==> src/design/dlc_pkg.sv <==
// Shared types and constants for the device lifecycle controller.
// Holds the lifecycle state, event code and LED pattern encodings.
// No dependencies.
package dlc_pkg;

  typedef enum logic [3:0] {
    ST_BOOT     = 4'd0,
    ST_SELFTEST = 4'd1,
    ST_UNPROV   = 4'd2,
    ST_PAIRING  = 4'd3,
    ST_WIFIPROV = 4'd4,
    ST_LORA     = 4'd5,
    ST_READY    = 4'd6,
    ST_OTA      = 4'd7,
    ST_RESET    = 4'd8,
    ST_FAULT    = 4'd9
  } life_state_t;

  typedef enum logic [3:0] {
    OP_POLL      = 4'd0,
    OP_LONG      = 4'd1,
    OP_VERY_LONG = 4'd2,
    OP_BLE       = 4'd3,
    OP_WIFI      = 4'd4,
    OP_PAIRED    = 4'd5,
    OP_OTA_BEGIN = 4'd6,
    OP_OTA_END   = 4'd7,
    OP_FAULT     = 4'd8,
    OP_INIT      = 4'd9
  } op_t;

  localparam int unsigned FL_PAIRWIN = 0;
  localparam int unsigned FL_BLE     = 1;
  localparam int unsigned FL_WIFI    = 2;
  localparam int unsigned FL_PROV    = 3;
  localparam int unsigned FL_OTA     = 4;

  localparam logic [2:0] LED_SLOW_PULSE  = 3'd0;
  localparam logic [2:0] LED_FAST_BLINK  = 3'd1;
  localparam logic [2:0] LED_DOUBLE      = 3'd2;
  localparam logic [2:0] LED_TRIPLE      = 3'd3;
  localparam logic [2:0] LED_HEARTBEAT   = 3'd4;
  localparam logic [2:0] LED_ERROR_FLASH = 3'd5;

  localparam logic [31:0] DEFAULT_WINDOW_MS = 32'd60000;

  typedef struct packed {
    life_state_t life;
    logic [4:0]  flags;
    logic [31:0] deadline;
    logic [2:0]  led;
  } ctl_state_t;

  function automatic logic [2:0] led_for(input life_state_t s);
    logic [2:0] p;
    begin
      unique case (s)
        ST_PAIRING:  p = LED_FAST_BLINK;
        ST_WIFIPROV: p = LED_DOUBLE;
        ST_LORA:     p = LED_TRIPLE;
        ST_READY:    p = LED_HEARTBEAT;
        ST_OTA:      p = LED_FAST_BLINK;
        ST_RESET:    p = LED_ERROR_FLASH;
        ST_FAULT:    p = LED_ERROR_FLASH;
        default:     p = LED_SLOW_PULSE;
      endcase
      return p;
    end
  endfunction

endpackage

==> src/design/device_lifecycle_controller_unit.sv <==
// Device lifecycle controller top level: input register, event decode, result register.
// Depends on dlc_pkg and dlc_step.
//
// One event word is accepted per clock cycle unless a publishing word meets a stalled
// output. An accepted word is held in the input register, where the event decode reads the
// lifecycle state and commits its update; a status word, when the event publishes one,
// goes into the result register when the word leaves the input register; the decode
// between them is combinational. A stalled output holds only words that publish.
module device_lifecycle_controller_unit import dlc_pkg::*; (
  input  logic        clk,
  input  logic        rst_n,
  input  logic        cfg_we,
  input  logic [31:0] cfg_wdata,
  input  logic        in_valid,
  output logic        in_ready,
  input  logic [3:0]  in_op,
  input  logic        in_flag_value,
  input  logic [31:0] in_now_ms,
  output logic        out_valid,
  input  logic        out_ready,
  output logic [3:0]  out_life_state,
  output logic [4:0]  out_status_flags,
  output logic [2:0]  out_led_pattern
);

  logic        s1_vld_r;
  logic [3:0]  s1_op_r;
  logic        s1_flag_r;
  logic [31:0] s1_now_r;
  logic [31:0] window_r;
  ctl_state_t  state_r;
  ctl_state_t  state_nxt;
  logic        pub;
  logic        s1_adv;
  logic        out_vld_r;
  logic [3:0]  out_life_r;
  logic [4:0]  out_flags_r;
  logic [2:0]  out_led_r;

  dlc_step u_step (
    .cur        (state_r),
    .op         (s1_op_r),
    .flag_value (s1_flag_r),
    .now_ms     (s1_now_r),
    .window_ms  (window_r),
    .nxt        (state_nxt),
    .pub        (pub)
  );

  assign s1_adv   = s1_vld_r && (!pub || !out_vld_r || out_ready);
  assign in_ready = !s1_vld_r || s1_adv;

  always_ff @(posedge clk) begin
    if (!rst_n) begin
      window_r <= DEFAULT_WINDOW_MS;
    end else if (cfg_we) begin
      window_r <= cfg_wdata;
    end
  end

  always_ff @(posedge clk) begin
    if (!rst_n) begin
      s1_vld_r <= 1'b0;
    end else if (in_ready) begin
      s1_vld_r <= in_valid;
    end
  end

  always_ff @(posedge clk) begin
    if (in_ready && in_valid) begin
      s1_op_r   <= in_op;
      s1_flag_r <= in_flag_value;
      s1_now_r  <= in_now_ms;
    end
  end

  always_ff @(posedge clk) begin
    if (!rst_n) begin
      state_r.life     <= ST_BOOT;
      state_r.flags    <= '0;
      state_r.deadline <= '0;
      state_r.led      <= LED_SLOW_PULSE;
    end else if (s1_adv) begin
      state_r <= state_nxt;
    end
  end

  always_ff @(posedge clk) begin
    if (!rst_n) begin
      out_vld_r <= 1'b0;
    end else if (s1_adv && pub) begin
      out_vld_r <= 1'b1;
    end else if (out_ready) begin
      out_vld_r <= 1'b0;
    end
  end

  always_ff @(posedge clk) begin
    if (s1_adv && pub) begin
      out_life_r  <= state_nxt.life;
      out_flags_r <= state_nxt.flags;
      out_led_r   <= state_nxt.led;
    end
  end

  assign out_valid        = out_vld_r;
  assign out_life_state   = out_life_r;
  assign out_status_flags = out_flags_r;
  assign out_led_pattern  = out_led_r;

endmodule

==> src/design/dlc_step.sv <==
// Event decode for the lifecycle controller: next state and publish flag.
// Pure combinational logic; depends on dlc_pkg.
module dlc_step import dlc_pkg::*; (
  input  ctl_state_t  cur,
  input  logic [3:0]  op,
  input  logic        flag_value,
  input  logic [31:0] now_ms,
  input  logic [31:0] window_ms,
  output ctl_state_t  nxt,
  output logic        pub
);

  life_state_t tgt;
  logic        tgt_vld;
  logic        force_pub;

  always_comb begin
    nxt       = cur;
    tgt       = cur.life;
    tgt_vld   = 1'b0;
    force_pub = 1'b0;
    pub       = 1'b0;
    unique case (op)
      OP_POLL: begin
        if (cur.life == ST_BOOT) begin
          tgt     = ST_SELFTEST;
          tgt_vld = 1'b1;
        end else if (cur.life == ST_SELFTEST) begin
          tgt     = ST_UNPROV;
          tgt_vld = 1'b1;
        end else if (cur.life == ST_PAIRING && now_ms >= cur.deadline) begin
          nxt.flags[FL_PAIRWIN] = 1'b0;
          tgt     = ST_UNPROV;
          tgt_vld = 1'b1;
        end
      end
      OP_LONG: begin
        if (cur.life == ST_UNPROV || cur.life == ST_READY) begin
          nxt.deadline          = now_ms + window_ms;
          nxt.flags[FL_PAIRWIN] = 1'b1;
          tgt     = ST_PAIRING;
          tgt_vld = 1'b1;
        end
      end
      OP_VERY_LONG: begin
        tgt     = ST_RESET;
        tgt_vld = 1'b1;
      end
      OP_BLE: begin
        nxt.flags[FL_BLE] = flag_value;
        force_pub         = 1'b1;
      end
      OP_WIFI: begin
        nxt.flags[FL_WIFI] = flag_value;
        if (flag_value && cur.life == ST_WIFIPROV) begin
          tgt     = ST_READY;
          tgt_vld = 1'b1;
        end
        force_pub = 1'b1;
      end
      OP_PAIRED: begin
        nxt.flags[FL_PAIRWIN] = 1'b0;
        nxt.flags[FL_PROV]    = 1'b1;
        tgt     = ST_WIFIPROV;
        tgt_vld = 1'b1;
      end
      OP_OTA_BEGIN: begin
        nxt.flags[FL_OTA] = 1'b1;
        tgt     = ST_OTA;
        tgt_vld = 1'b1;
      end
      OP_OTA_END: begin
        nxt.flags[FL_OTA] = 1'b0;
        tgt     = flag_value ? ST_READY : ST_FAULT;
        tgt_vld = 1'b1;
      end
      OP_FAULT: begin
        tgt     = ST_FAULT;
        tgt_vld = 1'b1;
      end
      OP_INIT: begin
        nxt.life  = ST_BOOT;
        nxt.flags = '0;
        force_pub = 1'b1;
      end
      default: begin
      end
    endcase
    if (tgt_vld && tgt != cur.life) begin
      nxt.life = tgt;
      nxt.led  = led_for(tgt);
      pub      = 1'b1;
    end
    if (force_pub) begin
      pub = 1'b1;
    end
  end

endmodule

==> config.mk <==
export PLATFORM = sky130hd
export DESIGN_NAME = device_lifecycle_controller_unit
export DESIGN_NICKNAME = d
export VERILOG_FILES = /design/src/design/dlc_pkg.sv /design/src/design/device_lifecycle_controller_unit.sv /design/src/design/dlc_step.sv
export SDC_FILE = /design/constraint.sdc
export NUM_CORES = 1
export LEC_CHECK = 0
export BUFFER_PORTS_ARGS = -buffer_cell sky130_fd_sc_hd__buf_2
export CAP_MARGIN = 20
export CORE_MARGIN = 2
export CORE_UTILIZATION = 60
export CTS_BUF_LIST = sky130_fd_sc_hd__clkbuf_16
export DETAILED_ROUTE_END_ITERATION = 7
export PLACE_DENSITY = 0.79
export SLEW_MARGIN = 20
export SYNTH_ARGS = -nofsm -noshare
export SYNTH_HDL_FRONTEND = slang
export SYNTH_HIERARCHICAL = 1
export SYNTH_SLANG_ARGS = --single-unit
==> constraint.sdc <==
create_clock -name clk -period 4.9 [get_ports clk]
set_input_delay 0 -clock clk [delete_from_list [all_inputs] [get_ports clk]]
set_output_delay 0 -clock clk [all_outputs]
set_load 0.03 [all_outputs]
Word level (Yosys, flattened, before mapping) --
Cells that the tools add are included.
Operators by class: add/subtract/negate cells 1, order comparisons 1, equal/unequal tests 22, muxes and demuxes 31, reductions and logical operators 23
Operators with widths (number):
- 4-bit by 3-bit == test with 1-bit output (second input constant) | 10
- 33-bit two-way mux | 1
- 32-bit adder | 1
- 32-bit greater-or-equal comparator | 1
- 4-bit two-way mux | 8
- 4-bit one-hot mux with 8 select lines | 1
- 4-bit by 2-bit == test with 1-bit output (second input constant) | 5
- 4-bit == test (second input constant) | 4
- 3-bit one-hot mux with 5 select lines | 1
- 1-bit two-way mux | 13
- 4-bit by 1-bit == test with 1-bit output (second input constant) | 2
- 4-bit logical NOT | 2
- 1-bit one-hot mux with 2 select lines | 4
- 2-bit OR reduction | 4
- 1-bit logical AND | 6
- 5-bit OR reduction | 1
- 1-bit logical OR | 4
- 4-bit != test | 1
- 1-bit one-hot mux with 4 select lines | 1
- 1-bit logical NOT | 3
- 3-bit two-way mux | 1
- 1-bit one-hot mux with 3 select lines | 1
- 3-bit AND reduction | 1
- 3-bit OR reduction | 1
- 2-bit nonzero test | 1
Word-level totals: register bits after elaboration 127, input bits 74, output and inout bits 14, word-level logic and storage cells 91

Depth between registers and ports, before layout --
Gate-level depths: netlist of the first run.
depth after elaboration 16, depth in mapped cells 16

Hierarchy --
The synthesis of the first run kept the hierarchy.
By module, submodules not included:
- device_lifecycle_controller_unit | instances 1, cells each 354, area an instance 4546.9 um2
- dlc_step | instances 1, cells each 517, area an instance 3342.0 um2

Worst setup path before layout of the first run --
No wires, ideal clock.
path kind register to register, start point register s1_now_r[31], end point register s1_flag_r (enable), setup time 0.429 ns, arrival time 3.659 ns, path slack 0.812 ns, cell stages (with the launch flop) 14, path buffers 1, clock period less this slack 4.088 ns, path through edfxtp_1 -> ha_1 -> nand4_1 -> or3_1 -> or3_1 -> o21ai_0 -> a211oi_1 -> or4b_1 -> o221a_1 -> buf_6 -> nand2_1 -> and2_1 -> nand2_1 -> and2_1
Between the ends: longest elaborated chain between the ends 16, elaborated cells between the ends (all ways) 20, those cells by class order compare (1); eq/ne (1); mux (10); reduce/logical (8)
Ends and longest elaborated chain:
- from (decl) | line device_lifecycle_controller_unit.sv:29 | logic [31:0] s1_now_r;
- from (signal assigned) | line device_lifecycle_controller_unit.sv:73 | s1_now_r <= in_now_ms;
- 32-bit greater-or-equal comparator (*) | line dlc_step.sv:31 | end else if (cur.life == ST_PAIRING && now_ms >= cur.deadline) begin
- 1-bit logical AND (*) | line dlc_step.sv:31
- 4-bit two-way mux | line dlc_step.sv:31
- 4-bit two-way mux | line dlc_step.sv:28 | end else if (cur.life == ST_SELFTEST) begin
- 4-bit two-way mux | line dlc_step.sv:25 | if (cur.life == ST_BOOT) begin
- 4-bit one-hot mux with 8 select lines | line dlc_step.sv:23 | unique case (op)
- 4-bit != test | line dlc_step.sv:89 | if (tgt_vld && tgt != cur.life) begin
- 1-bit logical AND (*) | line dlc_step.sv:89
- 1-bit two-way mux (*) | line dlc_step.sv:89
- 1-bit two-way mux (*) | line dlc_step.sv:94 | if (force_pub) begin
- via pub | line device_lifecycle_controller_unit.sv:33 | logic pub;
- 1-bit logical NOT (*) | line device_lifecycle_controller_unit.sv:50 | assign s1_adv = s1_vld_r && (!pub || !out_vld_r || out_ready);
- 1-bit logical OR (*) (2 in series) | line device_lifecycle_controller_unit.sv:50
- 1-bit logical AND (*) | line device_lifecycle_controller_unit.sv:50
- 1-bit logical OR (*) | line device_lifecycle_controller_unit.sv:51 | assign in_ready = !s1_vld_r || s1_adv;
- via in_ready | line device_lifecycle_controller_unit.sv:15 | output logic in_ready,
- 1-bit logical AND (*) | line device_lifecycle_controller_unit.sv:70 | if (in_ready && in_valid) begin
- to (signal assigned) | line device_lifecycle_controller_unit.sv:72 | s1_flag_r <= in_flag_value;
- to (decl) | line device_lifecycle_controller_unit.sv:28 | logic s1_flag_r;
The timed path passes the listed nets; every way through them passes the cells marked *. A chain may end at the register's enable or synchronous reset.

Final worst setup path of the first run --
start point register s1_now_r[31], end point register s1_now_r[16] (enable)
Between the ends: longest elaborated chain between the ends 16, elaborated cells between the ends (all ways) 20, those cells by class order compare (1); eq/ne (1); mux (10); reduce/logical (8)
Ends and longest elaborated chain (line):
- 32-bit greater-or-equal comparator (*) | dlc_step.sv:31
- 1-bit logical AND (*) | dlc_step.sv:31
- 4-bit two-way mux | dlc_step.sv:31
- 4-bit two-way mux | dlc_step.sv:28
- 4-bit two-way mux | dlc_step.sv:25
- 4-bit one-hot mux with 8 select lines | dlc_step.sv:23
- 4-bit != test | dlc_step.sv:89
- 1-bit logical AND (*) | dlc_step.sv:89
- 1-bit two-way mux (*) | dlc_step.sv:89
- 1-bit two-way mux (*) | dlc_step.sv:94
- via pub | device_lifecycle_controller_unit.sv:33
- 1-bit logical NOT (*) | device_lifecycle_controller_unit.sv:50
- 1-bit logical OR (*) (2 in series) | device_lifecycle_controller_unit.sv:50
- 1-bit logical AND (*) | device_lifecycle_controller_unit.sv:50
- 1-bit logical OR (*) | device_lifecycle_controller_unit.sv:51
- 1-bit logical AND (*) | device_lifecycle_controller_unit.sv:70
Marked as above.

==> summary.md, run 1 <==
### Min path
- **HP Class** in2reg
- **worst min-delay path endpoint** window_r[9]
- **HP Start** rst_n
- **instance count along the most critical hold path** 2

### Global route
- **global-route wire length before repair** 31500 um
- **initial antenna violation count** 0
- **overall track demand over capacity in global routing** 27.9%
- **via count of the first global-routing pass** 6746
- **remaining global-route overflow** 0
- **maximum number of pins on one net before global-route repair** 123

### Route
- **vias after detailed routing** 6820
- **total wire length after detailed routing** 18800 um
- **routed via count divided by cell count** 5.69
- **number of DRC markers in iteration 0** 556
- **final routed wire length divided by cell count** 15.7 um
- **remaining number of nets flagged by the antenna check after routing** 0
- **# DRC** 0
- **router iterations before antenna repair** 7

### Cells and area
- **Area Growth Syn to Fin** 22.6%
- **count of nets after finishing** 1151
- **number of antenna diodes** 0
- **Layout fillers** 926
- **share of layout cells above drive strength 1** 13.2%

### Die
- **area enclosed by the die boundary** 0.0141 sq mm
- **width of the die** 119 um
- **FP Rows** 41
- **area of the core region** 0.0127 sq mm
- **io pins** 88
- **Chip Height** 119 um
- **effective utilization at floorplan** 62.0%

### Synth
- **most frequently used cell type in the post-synthesis netlist** sky130_fd_sc_hd__nand2_1
- **post-synthesis register bit count** 127
- **Syn Inst Count** 871
- **list of most frequent post-synthesis cells** 160 x sky130_fd_sc_hd__nand2_1, 82 x sky130_fd_sc_hd__mux2i_1, 78 x sky130_fd_sc_hd__dfxtp_1, 67 x sky130_fd_sc_hd__o21ai_0, 63 x sky130_fd_sc_hd__ha_1
- **EDFF count, synth** 49
- **Compound-Gate Fraction of Synth Area** 14.1%
- **share of synthesized area spent on multiplexers** 11.1%
- **Area contributors post-synth** sky130_fd_sc_hd__dfxtp_1 20%, sky130_fd_sc_hd__edfxtp_1 19%, sky130_fd_sc_hd__mux2i_1 10%
- **main flop type after synthesis** sky130_fd_sc_hd__dfxtp_1
- **fraction of synthesized cell area in xor and xnor cells** 3.33%
- **async set-or-reset flop fraction in the synthesized netlist** 0%
- **adder-cell share of the synthesized area** 10.2%
- **number of distinct standard cells referenced by the synthesized netlist** 61
- **largest family of logic cells by synthesized area** simple AND/OR/NAND/NOR gates
- **fraction of post-synthesis cell area in the top cell type by area** 19.8%
- **post-synthesis instance area** 0.00789 sq mm
- **simple-gate portion of the synthesized area** 17.3%
- **nets in the synthesized netlist** 1009
- **sequential area share after synthesis** 38.4%
- **synth warn** 6
- **average cell area after synthesis** 9.06 sq um
- **largest area contributor in the synthesized netlist** sky130_fd_sc_hd__dfxtp_1

### STA
- **final setup vio count** 0
- **fmax** 240 MHz
- **unrepaired setup endpoints after global routing** no
- **share of the clock period used by the worst path after layout** 84.9%
- **setup clock skew after layout** 0.00825 ns
- **Total Neg Setup Slack** 0 ns
- **post-layout min period** 4.16 ns
- **relative slew slack** 31.9%
- **number of hold-slack violations in the final timing report** 0
- **slew at the pin closest to its max-slew limit** 1.02 ns
- **Final Max Tran Viols** 0

### Clocking
- **CTS tree** done
- **TritonCTS buffer count** 17
- **number of resized instances in the post-cts repair step** 0
- **Max Buffers Root-to-Sink** 2
- **clock edge transition at the registers on the reported setup and hold paths** 0.06 ns
- **CTS sink cnt** 127
- **level count of the clock H-tree** 4
- **Skew-Pair Late Insertion Delay** 0.43 ns
- **buffer type at the clock tree root** sky130_fd_sc_hd__clkbuf_16

### Critical path
- **worst setup slack for register-to-register paths** 0.74 ns
- **Arrival @ worst endpoint** 4.20 ns
- **stages on the worst setup path** 13
- **Buf+Inv Stages, Crit Path** 1
- **Crit Reg-Reg Startpoint** s1_now_r[31]
- **CP required** 4.94 ns
- **master of the slowest instance on the critical path** sky130_fd_sc_hd__and2_2
- **crit start category** register
- **Worst R2R End** s1_now_r[16]
- **kind of end point of the critical path** register
- **Reg2Reg Depth** 13
- **crit path cell chain** ha_1, nand4_1, or3_1, or3_1, o21ai_0, a211oi_1, or4b_1, o221a_1, buf_4, nand2_1, and2_1, nand2_1, and2_2
- **critical path type** reg2reg
- **peak per-stage delay on the critical path** 0.53 ns
- **crit path launch** s1_now_r[31]
- **maximum fanout along the worst path** 37
- **top cell family by delay on the critical path** simple AND/OR/NAND/NOR gates

### Power and ir drop
- **ratio of total power to cell area** 310 mW/mm^2
- **fraction of power spent switching nets** 25.4%
- **total power draw** 2990 uW
- **fraction of power consumed by combinational cells** 16.0%
- **largest vdd supply drop** 0.323 mV
- **Switching Power** 759 uW
- **Leak** 0.00386 uW
- **sequential share of power** 39.4%
- **internal power consumption** 2230 uW
- **portion of total power attributed to the clock network** 44.6%

### Flow run
- **Max Cap Viol** 0

### Place
- **count of input and output buffers** 87
- **final HPWL from detailed placement** 11600 um
- **routability congestion estimate** 0.932

### Run status
- **status** finished clean

[repair_timing]
| item | 4_1_cts | 5_1_grt |
|---|---|---|
| endpoints found under the hold margin | 71 | 0 |
| hold buffers | 72 | 0 |
| buffers inserted | 0 | 0 |
| setup endpoints to repair | 0 | 0 |
[power by group through the flow]
stage	Clock (uW)	Combinational, uW	Sequential [uW]
2_1_floorplan	0	322	1190
3_3_place_gp	0	411	1200
3_5_place_dp	0	419	1200
4_1_cts	1340	468	1180
5_1_grt	1400	526	1190
6_report	1330	479	1180
[sequential cells by signal (all words and copies together), names as in the netlist]
name and count:
window_r 32, s1_vld_r 1, s1_op_r 4, s1_now_r 32, out_led_pattern 3, state_r 44, out_valid 1, s1_flag_r 1
out_life_state 4, out_status_flags 5
[metal layers]
metal  vias up  GRT usage, %  part of all wire (%)
met5         -             0                     0
met4         0          12.6                   2.8
met3        49          6.37                   5.6
met2       277          45.4                    47
met1      3130          35.3                    45
li1       3364             -                     -
[worst max-delay path by stage]
stage              endpoint  slack [ns]
2_1_floorplan     s1_flag_r        0.81
6_report       s1_now_r[16]        0.74
3_3_place_gp   s1_now_r[14]        0.86
3_5_place_dp   s1_now_r[15]        0.76
5_1_grt         s1_now_r[8]        0.55
4_1_cts        s1_now_r[16]        0.75
[cells by family after synthesis]
group                    Yosys count
AO/OA/AOI/OAI                    184
XOR/XNOR                          30
adder cells (fa/ha/maj)           64
buffers and inverters             85
flip-flops                       127
multiplexers                      86
AND/OR/NAND/NOR                  295
[layout by cell type (no fill, tap or decap), types with 16 or more instances in the layout]
cell                              n
sky130_fd_sc_hd__mux2i_1         82
sky130_fd_sc_hd__clkbuf_16       18
sky130_fd_sc_hd__nand2_1        160
sky130_fd_sc_hd__a21o_1          17
sky130_fd_sc_hd__inv_1           43
sky130_fd_sc_hd__a21oi_1         48
sky130_fd_sc_hd__edfxtp_1        49
sky130_fd_sc_hd__dfxtp_1         78
sky130_fd_sc_hd__ha_1            63
sky130_fd_sc_hd__xnor2_1         16
sky130_fd_sc_hd__dlygate4sd3_1   72
sky130_fd_sc_hd__buf_2           86
sky130_fd_sc_hd__nor2b_1         36
sky130_fd_sc_hd__o21ai_0         67
sky130_fd_sc_hd__nor2_1          29
[per-stage QoR]
step | cells | instance area (sq um) | hold WS [ns] | setup WS [ns] | util [%]
2_1_floorplan | 871 | 7890 | 0.0989 | 0.812 | -
3_3_place_gp | 1094 | 8330 | 0.181 | 0.862 | 65.5
3_5_place_dp | 1094 | 8330 | 0.178 | 0.761 | 65.5
4_1_cts | 1198 | 9670 | 0.200 | 0.753 | 76.0
5_1_grt | 1198 | 9670 | 0.0981 | 0.554 | 76.0
6_report | 1198 | 9670 | 0.0352 | 0.740 | 76.0
[layout make-up]
type                    count  area [sq um]  share of cell area (%)
clock buffers              18           450                    4.66
clock inverters            14           170                    1.76
inverters                  43           161                    1.67
multi-input cells         659          4430                    45.8
flip-flops and latches    127          3030                    31.4
well taps                 172           215                    2.23
repair buffers            165          1210                    12.5
No activity file was read; power rests on OpenSTA's default activity.
==> run 2, diff against run 1 <==
Settings changed: CORE_UTILIZATION 60 to 54, PLACE_DENSITY 0.79 to 0.75.
Clock period 4.9 ns to 3.46 ns, I/O delays scaled along.
==> summary.md, run 2 (same netlist as run 1, synthesis figures left out) <==
### Route
- **final routed wire length divided by cell count** 15.4 um
- **router iterations before antenna repair** 5
- **vias after detailed routing** 6827
- **total wire length after detailed routing** 19000 um
- **routed via count divided by cell count** 5.51
- **number of DRC markers in iteration 0** 475
- **# DRC** 0
- **remaining number of nets flagged by the antenna check after routing** 0

### STA
- **worst slack on hold paths** 0.0263 ns
- **number of hold-slack violations in the final timing report** 0
- **smallest setup slack after layout** -0.0521 ns
- **Final Max Tran Viols** 0
- **slew at the pin closest to its max-slew limit** 1.03 ns
- **relative slew slack** 31.1%
- **fmax** 285 MHz
- **setup clock skew after layout** 0.00754 ns
- **final setup vio count** 38
- **Total Neg Setup Slack** -0.803 ns
- **unrepaired setup endpoints after global routing** yes
- **share of the clock period used by the worst path after layout** 102%
- **post-layout min period** 3.51 ns

### Power and ir drop
- **ratio of total power to cell area** 413 mW/mm^2
- **largest vdd supply drop** 0.321 mV
- **Leak** 0.00402 uW

### Clocking
- **buffer type at the clock tree root** sky130_fd_sc_hd__clkbuf_16
- **clock edge transition at the registers on the reported setup and hold paths** 0.05 ns
- **CTS tree** done
- **Skew-Pair Late Insertion Delay** 0.42 ns
- **level count of the clock H-tree** 4
- **TritonCTS buffer count** 17
- **Max Buffers Root-to-Sink** 2
- **CTS sink cnt** 127

### Die
- **io pins** 88
- **area of the core region** 0.0144 sq mm
- **area enclosed by the die boundary** 0.0156 sq mm
- **width of the die** 125 um
- **Chip Height** 125 um
- **effective utilization at floorplan** 54.7%
- **FP Rows** 44

### Critical path
- **worst setup slack for register-to-register paths** -0.03 ns
- **critical path type** reg2out
- **maximum fanout along the worst path** 2
- **crit start category** register
- **Arrival @ worst endpoint** 3.51 ns
- **CP required** 3.46 ns
- **kind of end point of the critical path** output port

### Flow run
- **Max Cap Viol** 0

### Global route
- **via count of the first global-routing pass** 6493
- **met2 GRT Util** 41.5%
- **maximum number of pins on one net before global-route repair** 123
- **most congested layer reported by global routing** met2
- **initial antenna violation count** 0
- **remaining global-route overflow** 0
- **global-route wire length before repair** 31400 um
- **GRT met3 Usage** 4.90%
- **overall track demand over capacity in global routing** 24.7%
- **global routing usage on met1** 32.0%

### Cells and area
- **share of layout cells above drive strength 1** 17.3%
- **largest register by flop count** state_r
- **count of nets after finishing** 1180
- **max FFs per register** 44
- **commonest cells after routing, fill and taps aside** 159 x sky130_fd_sc_hd__nand2_1, 85 x sky130_fd_sc_hd__buf_2, 80 x sky130_fd_sc_hd__mux2i_1
- **number of antenna diodes** 0
- **leading cell type in the layout, fill and taps excluded** sky130_fd_sc_hd__nand2_1
- **final design instance area without fill** 0.00997 sq mm
- **largest registers** state_r x44, s1_now_r x32, window_r x32
- **Area Growth Syn to Fin** 26.4%

### Min path
- **HP Class** in2reg

### Run status
- **status** finished, violations left
- **violated checks** negative setup slack

### Place
- **post-place instance area** 0.00854 sq mm
- **final HPWL from detailed placement** 12200 um
- **worst setup slack before clock tree synthesis** -0.112 ns
- **routability congestion estimate** 0.933
- **count of input and output buffers** 87

==> run 2: cell count changes in the layout (fill, tap and decap cells not counted), moves of 3 or more <==
| cell | previous run | this run |
|---|---|---|
| sky130_fd_sc_hd__buf_4 | 6 | 34 |
| sky130_fd_sc_hd__a211oi_1 | 8 | 5 |
| sky130_fd_sc_hd__a211oi_2 | 0 | 3 |
| sky130_fd_sc_hd__and2_4 | 0 | 3 |
| sky130_fd_sc_hd__clkinv_1 | 5 | 2 |
==> run 2: path summary, 6_finish.rpt <==
path	startpoint	to	depth (start not counted)
worst max register to register	s1_now_r[25]	s1_now_r[11]	12
worst min register to register	state_r[31]	state_r[31]	2
worst max-delay path	s1_now_r[25]	in_ready	13
worst min-delay path	rst_n	window_r[6]	2
==> run 2: layer usage <==
metal  vias to the layer above  part of all wire, %
met5                         -                    0
met4                         0                  1.6
met3                        25                  5.3
met2                       208                   49
met1                      3174                   44
li1                       3420                    -
==> run 2: worst max-delay path, cell delays in order, from the launching register on <==
cell	delay (ns)
sky130_fd_sc_hd__edfxtp_1	0.43
sky130_fd_sc_hd__ha_4	0.30
sky130_fd_sc_hd__nand4_1	0.16
sky130_fd_sc_hd__or3_4	0.41
sky130_fd_sc_hd__or3_4	0.37
sky130_fd_sc_hd__o21ai_2	0.07
sky130_fd_sc_hd__a211oi_2	0.06
sky130_fd_sc_hd__or4b_4	0.50
sky130_fd_sc_hd__o221a_1	0.27
sky130_fd_sc_hd__nand2_1	0.08
sky130_fd_sc_hd__and2_4	0.16
sky130_fd_sc_hd__nand2_4	0.05
sky130_fd_sc_hd__buf_6	0.12
sky130_fd_sc_hd__buf_6	0.13
==> run 2: report_power, final <==
group	leakage, uW	switching (uW)	internal, uW
Combinational	0.00262	380	340
Clock	0.000288	655	1090
Sequential	0.00111	41.2	1620
==> run 2: what timing repair did <==
item	CTS	global route
hold buffers	71	0
gates resized for setup	8	10
endpoints found under the hold margin	71	0
endpoints found under the setup margin	38	99
pin swaps	8	4
setup buffers	4	3
==> run 2: cell type report <==
type	count	area, sq um
Timing Repair Buffer	194	1450
Inverter	43	161
Fill cell	1111	4450
Clock buffer	18	450
Clock inverter	14	126
Sequential cell	127	3030
Tap cell	184	230
Multi-Input combinational cell	659	4520
==> run 2: through the flow <==
stage	std cells	util, %	power (uW)
after floorplan	871	-	2150
after global placement	1129	59.2	2310
after detailed placement	1129	59.2	2320
after CTS	1236	68.5	4120
after global routing	1239	69.1	4290
final	1239	69.1	4120
